File: config.mk
export PLATFORM = sky130hd
export DESIGN_NAME = char_lcd_nibble_write_sequencer
export DESIGN_NICKNAME = d
export VERILOG_FILES = /design/src/rtl/clnws_pkg.sv /design/src/rtl/clnws_front.sv /design/src/rtl/clnws_queue.sv /design/src/rtl/clnws_back.sv /design/src/rtl/char_lcd_nibble_write_sequencer.sv
export SDC_FILE = /design/constraint.sdc
export NUM_CORES = 1
export LEC_CHECK = 0
export BUFFER_PORTS_ARGS = -buffer_cell sky130_fd_sc_hd__buf_2
export CAP_MARGIN = 20
export CORE_UTILIZATION = 30
export DETAILED_ROUTE_END_ITERATION = 8
export PLACE_DENSITY = 0.47
export SLEW_MARGIN = 0
export SYNTH_ARGS = -nofsm -noshare
export SYNTH_HDL_FRONTEND = slang
export SYNTH_SLANG_ARGS = --single-unit
File: constraint.sdc
create_clock -name clk_i -period 3.2 [get_ports clk_i]
set_input_delay 0.8 -clock clk_i [delete_from_list [all_inputs] [get_ports clk_i]]
set_output_delay 0.8 -clock clk_i [all_outputs]
set_load 0.005 [all_outputs]
File: src/rtl/clnws_pkg.sv
package clnws_pkg;

  // Request kinds as they arrive on the slave-side tuser field.
  typedef enum logic [1:0] {
    OP_TICK = 2'd0,
    OP_CMD  = 2'd1,
    OP_DATA = 2'd2,
    OP_INIT = 2'd3
  } op_e;

  typedef enum logic [2:0] {
    PH_IDLE   = 3'd0,
    PH_WAIT   = 3'd1,
    PH_HIGH   = 3'd2,
    PH_LOW    = 3'd3,
    PH_SINGLE = 3'd4
  } phase_e;

  localparam int unsigned OpW   = 2;
  localparam int unsigned ByteW = 8;
  localparam int unsigned NibW  = 4;
  localparam int unsigned WaitW = 5;
  localparam int unsigned StepW = 4;

  localparam logic [WaitW-1:0] POWER_ON_WAIT_MS = WaitW'(30);
  localparam logic [WaitW-1:0] WAIT_LONG_MS     = WaitW'(4);
  localparam logic [WaitW-1:0] WAIT_SHORT_MS    = WaitW'(1);
  localparam logic [WaitW-1:0] WAIT_FIRST_MS    = WaitW'(10);
  localparam logic [StepW-1:0] INIT_STEPS       = StepW'(8);
  localparam logic [StepW-1:0] INIT_NIBBLES     = StepW'(4);
  localparam logic [StepW-1:0] INIT_LAST_NIBBLE = StepW'(3);

  localparam logic [ByteW-1:0] INIT_NIB_WAKE = 8'h30;
  localparam logic [ByteW-1:0] INIT_NIB_4BIT = 8'h20;

  // Commands with a code below this limit need the long settle time.
  localparam logic [ByteW-1:0] SLOW_CMD_LIMIT = 8'h04;

  // Two-entry queue between the front and the back; depth is a power of two.
  localparam int unsigned QueueDepth = 2;
  localparam int unsigned QueueAw    = $clog2(QueueDepth);

  // Padded widths of the stream data fields.
  localparam int unsigned InDataW  = 8;
  localparam int unsigned OutDataW = 8;

  typedef struct packed {
    op_e              op;
    logic [ByteW-1:0] byte_value;
  } item_t;

  function automatic logic [ByteW-1:0] init_cmd(input logic [1:0] idx);
    logic [ByteW-1:0] cmd;
    case (idx)
      2'd0:    cmd = 8'h28;
      2'd1:    cmd = 8'h06;
      2'd2:    cmd = 8'h01;
      default: cmd = 8'h0F;
    endcase
    return cmd;
  endfunction

endpackage

File: src/rtl/clnws_front.sv
module clnws_front (
  input  logic                              s_axis_tvalid_i,
  output logic                              s_axis_tready_o,
  input  logic [clnws_pkg::InDataW-1:0]     s_axis_tdata_i,
  input  logic [clnws_pkg::OpW-1:0]         s_axis_tuser_i,
  input  logic                              q_full_i,
  output logic                              q_push_o,
  output clnws_pkg::item_t                  q_item_o
);

  // Requests are taken whenever the queue has room; the op code is typed here.
  assign s_axis_tready_o     = !q_full_i;
  assign q_push_o            = s_axis_tvalid_i && !q_full_i;
  assign q_item_o.op         = clnws_pkg::op_e'(s_axis_tuser_i);
  assign q_item_o.byte_value = s_axis_tdata_i[clnws_pkg::ByteW-1:0];

endmodule

File: src/rtl/clnws_queue.sv
module clnws_queue (
  input  logic             clk_i,
  input  logic             rst_ni,
  input  logic             push_i,
  input  clnws_pkg::item_t item_i,
  output logic             full_o,
  output logic             valid_o,
  input  logic             pop_i,
  output clnws_pkg::item_t item_o
);

  clnws_pkg::item_t                 mem_q [clnws_pkg::QueueDepth];
  logic [clnws_pkg::QueueAw-1:0]    wr_ptr_q, wr_ptr_d;
  logic [clnws_pkg::QueueAw-1:0]    rd_ptr_q, rd_ptr_d;
  logic [clnws_pkg::QueueAw:0]      count_q, count_d;
  logic                             do_pop;

  assign full_o  = (count_q == (clnws_pkg::QueueAw+1)'(clnws_pkg::QueueDepth));
  assign valid_o = (count_q != '0);
  assign item_o  = mem_q[rd_ptr_q];
  assign do_pop  = pop_i && valid_o;

  always_comb begin
    wr_ptr_d = push_i ? wr_ptr_q + 1'b1 : wr_ptr_q;
    rd_ptr_d = do_pop ? rd_ptr_q + 1'b1 : rd_ptr_q;
    count_d  = count_q;
    if (push_i && !do_pop) begin
      count_d = count_q + 1'b1;
    end else if (!push_i && do_pop) begin
      count_d = count_q - 1'b1;
    end
  end

  always_ff @(posedge clk_i or negedge rst_ni) begin
    if (!rst_ni) begin
      wr_ptr_q <= '0;
      rd_ptr_q <= '0;
      count_q  <= '0;
    end else begin
      wr_ptr_q <= wr_ptr_d;
      rd_ptr_q <= rd_ptr_d;
      count_q  <= count_d;
    end
  end

  always_ff @(posedge clk_i) begin
    if (push_i) begin
      mem_q[wr_ptr_q] <= item_i;
    end
  end

endmodule

File: src/rtl/clnws_back.sv
module clnws_back (
  input  logic                           clk_i,
  input  logic                           rst_ni,
  input  logic                           q_valid_i,
  input  clnws_pkg::item_t               q_item_i,
  output logic                           q_pop_o,
  output logic                           m_axis_tvalid_o,
  input  logic                           m_axis_tready_i,
  output logic [clnws_pkg::OutDataW-1:0] m_axis_tdata_o,
  output logic                           m_axis_tuser_o
);

  clnws_pkg::phase_e                phase_q, phase_d;
  logic [clnws_pkg::WaitW-1:0]      wait_q, wait_d;
  logic [clnws_pkg::ByteW-1:0]      byte_q, byte_d;
  logic                             rs_q, rs_d;
  logic [clnws_pkg::StepW-1:0]      step_q, step_d;
  logic                             in_init_q, in_init_d;
  logic                             out_valid_q;
  logic [clnws_pkg::OutDataW-1:0]   out_data_q, out_data_d;
  logic                             out_user_q, out_user_d;
  logic                             take;
  logic                             idle;
  logic                             rejected;
  logic [clnws_pkg::NibW-1:0]       nib;
  logic                             en;
  logic                             busy;

  assign q_pop_o         = !out_valid_q || m_axis_tready_i;
  assign take            = q_pop_o && q_valid_i;
  assign m_axis_tvalid_o = out_valid_q;
  assign m_axis_tdata_o  = out_data_q;
  assign m_axis_tuser_o  = out_user_q;

  always_comb begin
    phase_d   = phase_q;
    wait_d    = wait_q;
    byte_d    = byte_q;
    rs_d      = rs_q;
    step_d    = step_q;
    in_init_d = in_init_q;
    rejected  = 1'b0;
    idle      = (phase_q == clnws_pkg::PH_IDLE);

    if (q_item_i.op == clnws_pkg::OP_TICK) begin
      case (phase_q)
        clnws_pkg::PH_WAIT: begin
          if (wait_q <= clnws_pkg::WaitW'(1)) begin
            wait_d = '0;
            // End of a wait: during init the next step starts in this same tick; otherwise idle.
            if (in_init_q && step_q < clnws_pkg::INIT_STEPS) begin
              step_d = step_q + 1'b1;
              rs_d   = 1'b0;
              if (step_q < clnws_pkg::INIT_NIBBLES) begin
                byte_d  = (step_q == clnws_pkg::INIT_LAST_NIBBLE) ?
                          clnws_pkg::INIT_NIB_4BIT : clnws_pkg::INIT_NIB_WAKE;
                phase_d = clnws_pkg::PH_SINGLE;
              end else begin
                byte_d  = clnws_pkg::init_cmd(step_q[1:0]);
                phase_d = clnws_pkg::PH_HIGH;
              end
            end else begin
              in_init_d = 1'b0;
              step_d    = '0;
              phase_d   = clnws_pkg::PH_IDLE;
            end
          end else begin
            wait_d = wait_q - 1'b1;
          end
        end
        clnws_pkg::PH_HIGH: begin
          phase_d = clnws_pkg::PH_LOW;
        end
        clnws_pkg::PH_LOW: begin
          phase_d = clnws_pkg::PH_WAIT;
          wait_d  = (!rs_q && byte_q < clnws_pkg::SLOW_CMD_LIMIT) ?
                    clnws_pkg::WAIT_LONG_MS : clnws_pkg::WAIT_SHORT_MS;
        end
        clnws_pkg::PH_SINGLE: begin
          phase_d = clnws_pkg::PH_WAIT;
          wait_d  = (step_q == clnws_pkg::StepW'(1)) ?
                    clnws_pkg::WAIT_FIRST_MS : clnws_pkg::WAIT_SHORT_MS;
        end
        default: begin
          phase_d = clnws_pkg::PH_IDLE;
        end
      endcase
    end else if (!idle) begin
      rejected = 1'b1;
    end else begin
      case (q_item_i.op)
        clnws_pkg::OP_CMD: begin
          byte_d  = q_item_i.byte_value;
          rs_d    = 1'b0;
          phase_d = clnws_pkg::PH_HIGH;
        end
        clnws_pkg::OP_DATA: begin
          byte_d  = q_item_i.byte_value;
          rs_d    = 1'b1;
          phase_d = clnws_pkg::PH_HIGH;
        end
        default: begin
          in_init_d = 1'b1;
          step_d    = '0;
          phase_d   = clnws_pkg::PH_WAIT;
          wait_d    = clnws_pkg::POWER_ON_WAIT_MS;
        end
      endcase
    end

    nib = '0;
    en  = 1'b0;
    if (phase_d == clnws_pkg::PH_HIGH || phase_d == clnws_pkg::PH_SINGLE) begin
      nib = byte_d[7:4];
      en  = 1'b1;
    end else if (phase_d == clnws_pkg::PH_LOW) begin
      nib = byte_d[3:0];
      en  = 1'b1;
    end
    busy       = (phase_d != clnws_pkg::PH_IDLE);
    out_user_d = en && rs_d;
    out_data_d = {1'b0, rejected, busy, en, nib};
  end

  always_ff @(posedge clk_i or negedge rst_ni) begin
    if (!rst_ni) begin
      phase_q     <= clnws_pkg::PH_IDLE;
      wait_q      <= '0;
      byte_q      <= '0;
      rs_q        <= 1'b0;
      step_q      <= '0;
      in_init_q   <= 1'b0;
      out_valid_q <= 1'b0;
    end else begin
      if (take) begin
        phase_q   <= phase_d;
        wait_q    <= wait_d;
        byte_q    <= byte_d;
        rs_q      <= rs_d;
        step_q    <= step_d;
        in_init_q <= in_init_d;
      end
      if (q_pop_o) begin
        out_valid_q <= q_valid_i;
      end
    end
  end

  always_ff @(posedge clk_i) begin
    if (take) begin
      out_data_q <= out_data_d;
      out_user_q <= out_user_d;
    end
  end

endmodule

File: src/rtl/char_lcd_nibble_write_sequencer.sv
// Character LCD write sequencer for a 4-bit bus, timed by millisecond ticks.
// Slave-side stream: each request carries its kind in tuser (0 tick, 1 command
// byte, 2 data byte, 3 power-up init) and the byte in tdata. Every request,
// ticks included, yields exactly one result on the master-side stream: the
// level of the data lines, rs and enable after that request, plus busy and a
// rejected flag for a byte or init request that arrived while busy.
// An accepted request enters the queue; its result is registered in the back.
// Requests go through a two-entry queue into the sequencer, which retires one
// request per cycle while not stalled, so the block sustains one request per
// clock while the master side keeps tready high.
// When the receiver stalls, the held result stays on the port, the sequencer
// stops, and the queue fills; tready drops once both entries are taken.
// Reset clears the queue and the output valid flag and puts the sequencer in
// idle with no init in progress; the output data register is not reset.
module char_lcd_nibble_write_sequencer (
  input  logic                              clk_i,
  input  logic                              rst_ni,
  input  logic                              s_axis_tvalid_i,
  output logic                              s_axis_tready_o,
  // byte_value[7:0]
  input  logic [clnws_pkg::InDataW-1:0]     s_axis_tdata_i,
  // op[1:0]
  input  logic [clnws_pkg::OpW-1:0]         s_axis_tuser_i,
  output logic                              m_axis_tvalid_o,
  input  logic                              m_axis_tready_i,
  // data_nibble[3:0], enable_line[4], busy_res[5], rejected[6], zero[7]
  output logic [clnws_pkg::OutDataW-1:0]    m_axis_tdata_o,
  // rs_line[0]
  output logic                              m_axis_tuser_o
);

  logic             q_full;
  logic             q_push;
  logic             q_valid;
  logic             q_pop;
  clnws_pkg::item_t q_wr_item;
  clnws_pkg::item_t q_rd_item;

  // The front types each request and pushes it while the queue has room.
  clnws_front u_front (
    .s_axis_tvalid_i (s_axis_tvalid_i),
    .s_axis_tready_o (s_axis_tready_o),
    .s_axis_tdata_i  (s_axis_tdata_i),
    .s_axis_tuser_i  (s_axis_tuser_i),
    .q_full_i        (q_full),
    .q_push_o        (q_push),
    .q_item_o        (q_wr_item)
  );

  // The queue decouples request intake from the sequencer.
  clnws_queue u_queue (
    .clk_i   (clk_i),
    .rst_ni  (rst_ni),
    .push_i  (q_push),
    .item_i  (q_wr_item),
    .full_o  (q_full),
    .valid_o (q_valid),
    .pop_i   (q_pop),
    .item_o  (q_rd_item)
  );

  // The back holds the nibble sequencer state and the output register.
  clnws_back u_back (
    .clk_i           (clk_i),
    .rst_ni          (rst_ni),
    .q_valid_i       (q_valid),
    .q_item_i        (q_rd_item),
    .q_pop_o         (q_pop),
    .m_axis_tvalid_o (m_axis_tvalid_o),
    .m_axis_tready_i (m_axis_tready_i),
    .m_axis_tdata_o  (m_axis_tdata_o),
    .m_axis_tuser_o  (m_axis_tuser_o)
  );

endmodule

**Yosys cells after proc, flatten, opt, wreduce, memory -nomap -nowiden**

Memory sizes are Yosys's and may differ from the RTL's.
Index checks and enable logic that the tools add are counted.

- Add/sub/neg operators: 6
- $mul: 0
- Reductions and logical operators: 26
- Bitwise logic cells: 0
- Shifts and indexed selects: 0
- Divide/modulo/power cells: 0
- Equal/unequal tests: 19
- Order comparisons: 4
- Multiplexer cells: 50

Operators with widths:

| kind | number |
|---|---|
| $mux 8 | 7 |
| $mux 4 | 9 |
| $mux 5 | 5 |
| $mux 3 | 6 |
| $pmux 6 s3 | 1 |
| $mux 1 | 16 |
| $pmux 5 s3 | 1 |
| $eq 3x2->1 const B | 4 |
| $pmux 3 s3 | 1 |
| $lt 8x3->1 const B | 1 |
| $logic_and 1x1->1 | 7 |
| $eq 2x2->1 const B | 3 |
| $eq 3x3->1 const B | 2 |
| $mux 2 | 3 |
| $ne 2x2->1 const B | 3 |
| $reduce_and 6->1 | 1 |
| $reduce_bool 2->1 | 3 |
| $le 5x1->1 const B | 1 |
| $logic_not 1->1 | 5 |
| $reduce_and 5->1 | 1 |
| $sub 5x1->5 const B | 1 |
| $add 4x1->4 const B | 1 |
| $eq 2x1->1 const B | 2 |
| $eq 4x1->1 const B | 1 |
| 16 further kinds | 20 |

- Bits in writable memories: 20
- ROM bits: 0
- Output and inout port bits: 11
- Latch bits: 0
- Word-level logic and storage cells: 119
- Flip-flop bits (word level): 35
- Memories: 1
- Input bits: 14

Memories:

| name | depth | width | read ports | clocked after memory_dff | write ports | RTL line | RTL |
|---|---|---|---|---|---|---|---|
| u_queue.mem_q | 2 | 10 | 1 | 0 | 1 | clnws_queue.sv:12 | `clnws_pkg::item_t mem_q [clnws_pkg::QueueDepth];` |

**Logic depth before layout (Yosys ltp)**

- Word-level depth: 10
- Mapped depth: 9
- Depth with buffers taken out: 7

**Modules after synthesis**

From an unflattened synthesis, not the netlist that was laid out.

- Cells, all modules: 285
- Area, all modules: 3088.0 µm²

Modules (own cells, without submodules):

| module | cells an instance | instances | area each (µm²) | sequential area each (µm²) |
|---|---|---|---|---|
| clnws_back | 226 | 1 | 2074.5 | 815.8 |
| clnws_queue | 47 | 1 | 928.4 | 700.7 |
| clnws_front | 12 | 1 | 85.1 | 0.0 |

**Least setup slack after synthesis**

No wires, ideal clock.

- Path kind: register to register
- Start: register u_queue.rd_ptr_q
- End: register u_back.out_user_q (netlist: u_back.m_axis_tuser_o), data pin
- Clock period less this slack: 2.459 ns
- Buffers on the path: 2
- Arrival time: 2.292 ns
- Setup slack: 0.741 ns
- Library setup time: 0.168 ns
- Required time: 3.032 ns
- Stages on the path, launching flop included: 10
- Path through: dfrtp_1 -> buf_2 -> mux2i_1 -> ha_1 -> buf_2 -> inv_1 -> a211oi_2 -> o31ai_4 -> or3_4 -> a221oi_2

- Longest elaborated chain between the ends: 10
- Elaborated cells between the ends (all ways): 18
- Those cells by class: 5 x eq/ne; 8 x mux; 4 x reduce/logical; 1 x memory

Ends and longest elaborated chain:

| what | RTL line | RTL |
|---|---|---|
| start, declared | clnws_queue.sv:14 | `logic [clnws_pkg::QueueAw-1:0] rd_ptr_q, rd_ptr_d;` |
| start signal, assigned | clnws_queue.sv:41 | `rd_ptr_q <= rd_ptr_d;` |
| $mem_v2 2x10 * | - |  |
| $eq 2x1->1 / $eq 2x2->1 (equally long branches) | clnws_back.sv:91 | `case (q_item_i.op)` |
| $reduce_or 2->1 (no line) | - |  |
| $mux 2 | clnws_back.sv:91 |  |
| $mux 3 | clnws_back.sv:88 | `end else if (!idle) begin` |
| $mux 3 | clnws_back.sv:45 | `if (q_item_i.op == clnws_pkg::OP_TICK) begin` |
| $eq 3x2->1 (tied with other cells) | clnws_back.sv:116 | `end else if (phase_d == clnws_pkg::PH_LOW) begin` |
| $mux 1 / $logic_or 1x1->1 (equally long branches) | clnws_back.sv:116, clnws_back.sv:113 |  |
| $mux 1 | clnws_back.sv:113 | `if (phase_d == clnws_pkg::PH_HIGH \|\| phase_d == clnws_pkg::PH_SINGLE) begin` |
| $logic_and 1x1->1 * | clnws_back.sv:121 | `out_user_d = en && rs_d;` |
| via u_back.out_user_d | clnws_back.sv:21 | `logic out_user_q, out_user_d;` |
| end signal, assigned | clnws_back.sv:152 | `out_user_q <= out_user_d;` |
| end, declared | clnws_back.sv:21 |  |

The timed path passes the listed nets; every way through them passes the cells marked *.
A chain may end at the register's enable or synchronous reset.

**Worst setup path after layout**

- Start: register u_queue.rd_ptr_q
- End: register u_back.step_q[3] in the netlist's numbering

- Longest elaborated chain between the ends: 5
- Elaborated cells between the ends (all ways): 11
- Those cells by class: 5 x eq/ne; 1 x mux; 4 x reduce/logical; 1 x memory

Ends and longest elaborated chain:

| what | RTL line | RTL |
|---|---|---|
| $mem_v2 2x10 * | - |  |
| $eq 2x1->1 / $eq 2x2->1 (equally long branches) | clnws_back.sv:91 |  |
| $reduce_or 2->1 (no line) | - |  |
| $ne 2x1->1 (no line) | - |  |
| $reduce_and 5->1 (no line) | - |  |
| end signal, assigned | clnws_back.sv:140 | `step_q <= step_d;` |
| end, declared | clnws_back.sv:17 | `logic [clnws_pkg::StepW-1:0] step_q, step_d;` |

Mark *: on every way between the ends. The rest lies on a longest branch, timed or not.

==> impl_metrics.tcl <==
set metrics [dict create \
    reg2reg_depth 5 \
    setup_viol 0 \
    fillers 962 \
    antenna_found_initial 0 \
    clock_sinks 55 \
    r2r-start "u_queue.rd_ptr_q" \
    path_cells "mux2i_1, ha_1, nor3_1, nor4b_4, mux2_2" \
    overflow 0 \
    synth.most_common_cell "edfxtp_1" \
    drive_gt1_frac 0.209 \
    critPathKind "reg2reg" \
    yosysTopAreaCell "edfxtp_1" \
    nNetsFinal 314 \
    initial_utilization 0.316 \
    min_path_type "in2async" \
    antennaDiodeCount 0 \
    grt_pass1_vias 2047 \
    root_buffer "clkbuf_8" \
    grt_pass1_wl_um 10500 \
    final_area_um2 3340 \
    slowest_stage "nor4b_4" \
    maxSlewViolCount 0 \
    stdcell_count 421 \
    leakage_nw 1.29 \
    cp.arrival_ns 2.76 \
    cts_resized 0 \
    required_ns 3.41 \
    synth.avg_cell_area_um2 11.2 \
    synth_edf_count 28 \
    worstSkewPairLatency_ns 0.32 \
    ys_seq_area_frac 0.510 \
    status "finished clean" \
    portBuffers 23 \
    synth.area.top_cells "edfxtp_1 (28%), dfrtp_1 (23%), ha_1 (3.8%)" \
    path_clk_slew_ns 0.12 \
    wl_um 6150 \
    dieArea_um2 10300 \
    die_y_um 102 \
    cp_top_family "simple AND/OR/NAND/NOR gates" \
    cpPeakStageDelay_ns 0.54 \
    maxCapViolations 0 \
    yosys_most_used_dff "edfxtp_1" \
    cts_tree "built" \
    max_freq_mhz 393 \
    synth_cell_types 56 \
    cp.buffers_inverters 0 \
    rsz0062_at_grt "false" \
    setup_ws_ns 0.654 \
    gp_congestion 0.768 \
    maxSlewHeadroom 0.427 \
    first_pass_iters 4 \
    num_rows 35 \
    fin_util 0.355 \
    ctsHoldBuffers 0 \
    chipWidth_um 102 \
    grt_max_degree 28 \
    ant_nets 0 \
    powerDensity_nw_per_um2 965 \
    drc 0 \
    finalClockSkew_ns 0.0118 \
    crit_path_max_fanout 9 \
    post_cts_buffers 0 \
    hpwl_um 4450 \
    dpl_cell_area_um2 3240 \
    preCtsSetupSlack_ns 0.672 \
    ir_drop_mv 0.362 \
    syn_inst 266 \
    cts_buffers 5 \
    ys_ff_latch 55 \
    hold_viol 0 \
    r2r_end "u_back.step_q[3]" \
    reg2reg_slack_ns 0.65 \
    synth_top_area_frac 0.283 \
    yosys_warnings 0 \
    async_flop_share 0.491 \
    ioPinCount 25 \
    synth.top_cells.by_count "edfxtp_1 (28), dfrtp_1 (27), nand2_1 (25)" \
    postSynthNetCount 289 \
    h-tree-depth 2 \
    holdWs_ns 0.495 \
    netlist_area_um2 2970 \
    syn_to_final_growth_pct 12.4 \
    setup.worst_path.start_class "register" \
    via_per_inst 4.84 \
    finalSetupTns_ns 0 \
    dp_cells 413 \
    vias 2037 \
    min_period_ns 2.55 \
    wl_per_cell_um 14.6 \
    drt_iter0_markers 112 \
    worstMarginPinSlew_ns 0.856 \
    cp-end-kind "register" \
    coreArea_um2 9420 \
    clockBufferDepth 2 \
    grt_use_total 0.133 \
    power_mw 3.22 \
    finalCritPeriodShare 0.796 \
]
## cell families (layout without fill, tap and decap cells)
| family | Yosys count | after routing | share of synthesized area |
|---|---|---|---|
| other | 1 | 1 | 0.00126 |
| adder cells (fa/ha/maj) | 9 | 9 | 0.0379 |
| flip-flops | 55 | 55 | 0.510 |
| AO/OA/AOI/OAI | 64 | 64 | 0.156 |
| buffers and inverters | 23 | 49 | 0.0349 |
| XOR/XNOR | 7 | 7 | 0.0206 |
| multiplexers | 17 | 17 | 0.0602 |
| AND/OR/NAND/NOR | 90 | 90 | 0.179 |
## worst register-to-register path: stages (launching register included)
cell     delay, ns
dfrtp_1       0.41
mux2i_1       0.27
ha_1          0.33
nor3_1        0.49
nor4b_4       0.54
mux2_2        0.39
## state kept, by name (all words and copies together) (netlist names)
name and flops:
u_back.m_axis_tdata_o 7, u_back.in_init_q 1, u_queue.wr_ptr_q 1, u_back.m_axis_tvalid_o 1, u_back.phase_q 3, u_queue.mem_q 20
u_back.byte_q 8, u_back.rs_q 1, u_queue.count_q 2, u_queue.rd_ptr_q 1, u_back.step_q 4, u_back.wait_q 5
u_back.m_axis_tuser_o 1
## cells in the final DEF (no fill, tap or decap), drive strengths merged, types with 9 or more instances in the layout
master	instances
buf	30
dfrtp	27
edfxtp	28
ha	9
inv	12
mux2i	10
nand2	25
nor2	17
o21ai	22
## per-layer routing
layer	part of all wire	track usage	vias up
met3	0.032	0.0248	2
met4	0.0062	0.0401	0
met1	0.52	0.189	962
li1	-	-	1040
met5	0	0	-
met2	0.44	0.204	33
## worst max path at each step
stage	startpoint	endpoint	slack [ns]	cells after the start
2_1_floorplan	u_queue.rd_ptr_q	u_back.m_axis_tuser_o	0.74	9
3_3_place_gp	u_queue.rd_ptr_q	u_back.step_q[3]	0.71	5
3_5_place_dp	u_queue.rd_ptr_q	u_back.step_q[3]	0.67	5
4_1_cts	u_queue.rd_ptr_q	u_back.step_q[3]	0.64	5
5_1_grt	u_queue.rd_ptr_q	u_back.step_q[3]	0.44	5
6_report	u_queue.rd_ptr_q	u_back.step_q[3]	0.65	5
## cell type report
class                   instances  area, um2  area share
well taps                     129        161      0.0483
multi-input cells             188       1350       0.405
repair buffers                 30        168      0.0501
clock inverters                 3       33.8      0.0101
inverters                      11       41.3      0.0124
flip-flops and latches         55       1520       0.454
clock buffers                   5       68.8      0.0206
## where the power goes
part | internal [mW] | switching [mW] | leakage [nW] | total, mW
registers | 1.06 | 0.207 | 0.582 | 1.26
logic | 0.682 | 0.859 | 0.659 | 1.54
clock network | 0.165 | 0.255 | 0.0515 | 0.421
No activity file was read; power rests on OpenSTA's default activity.
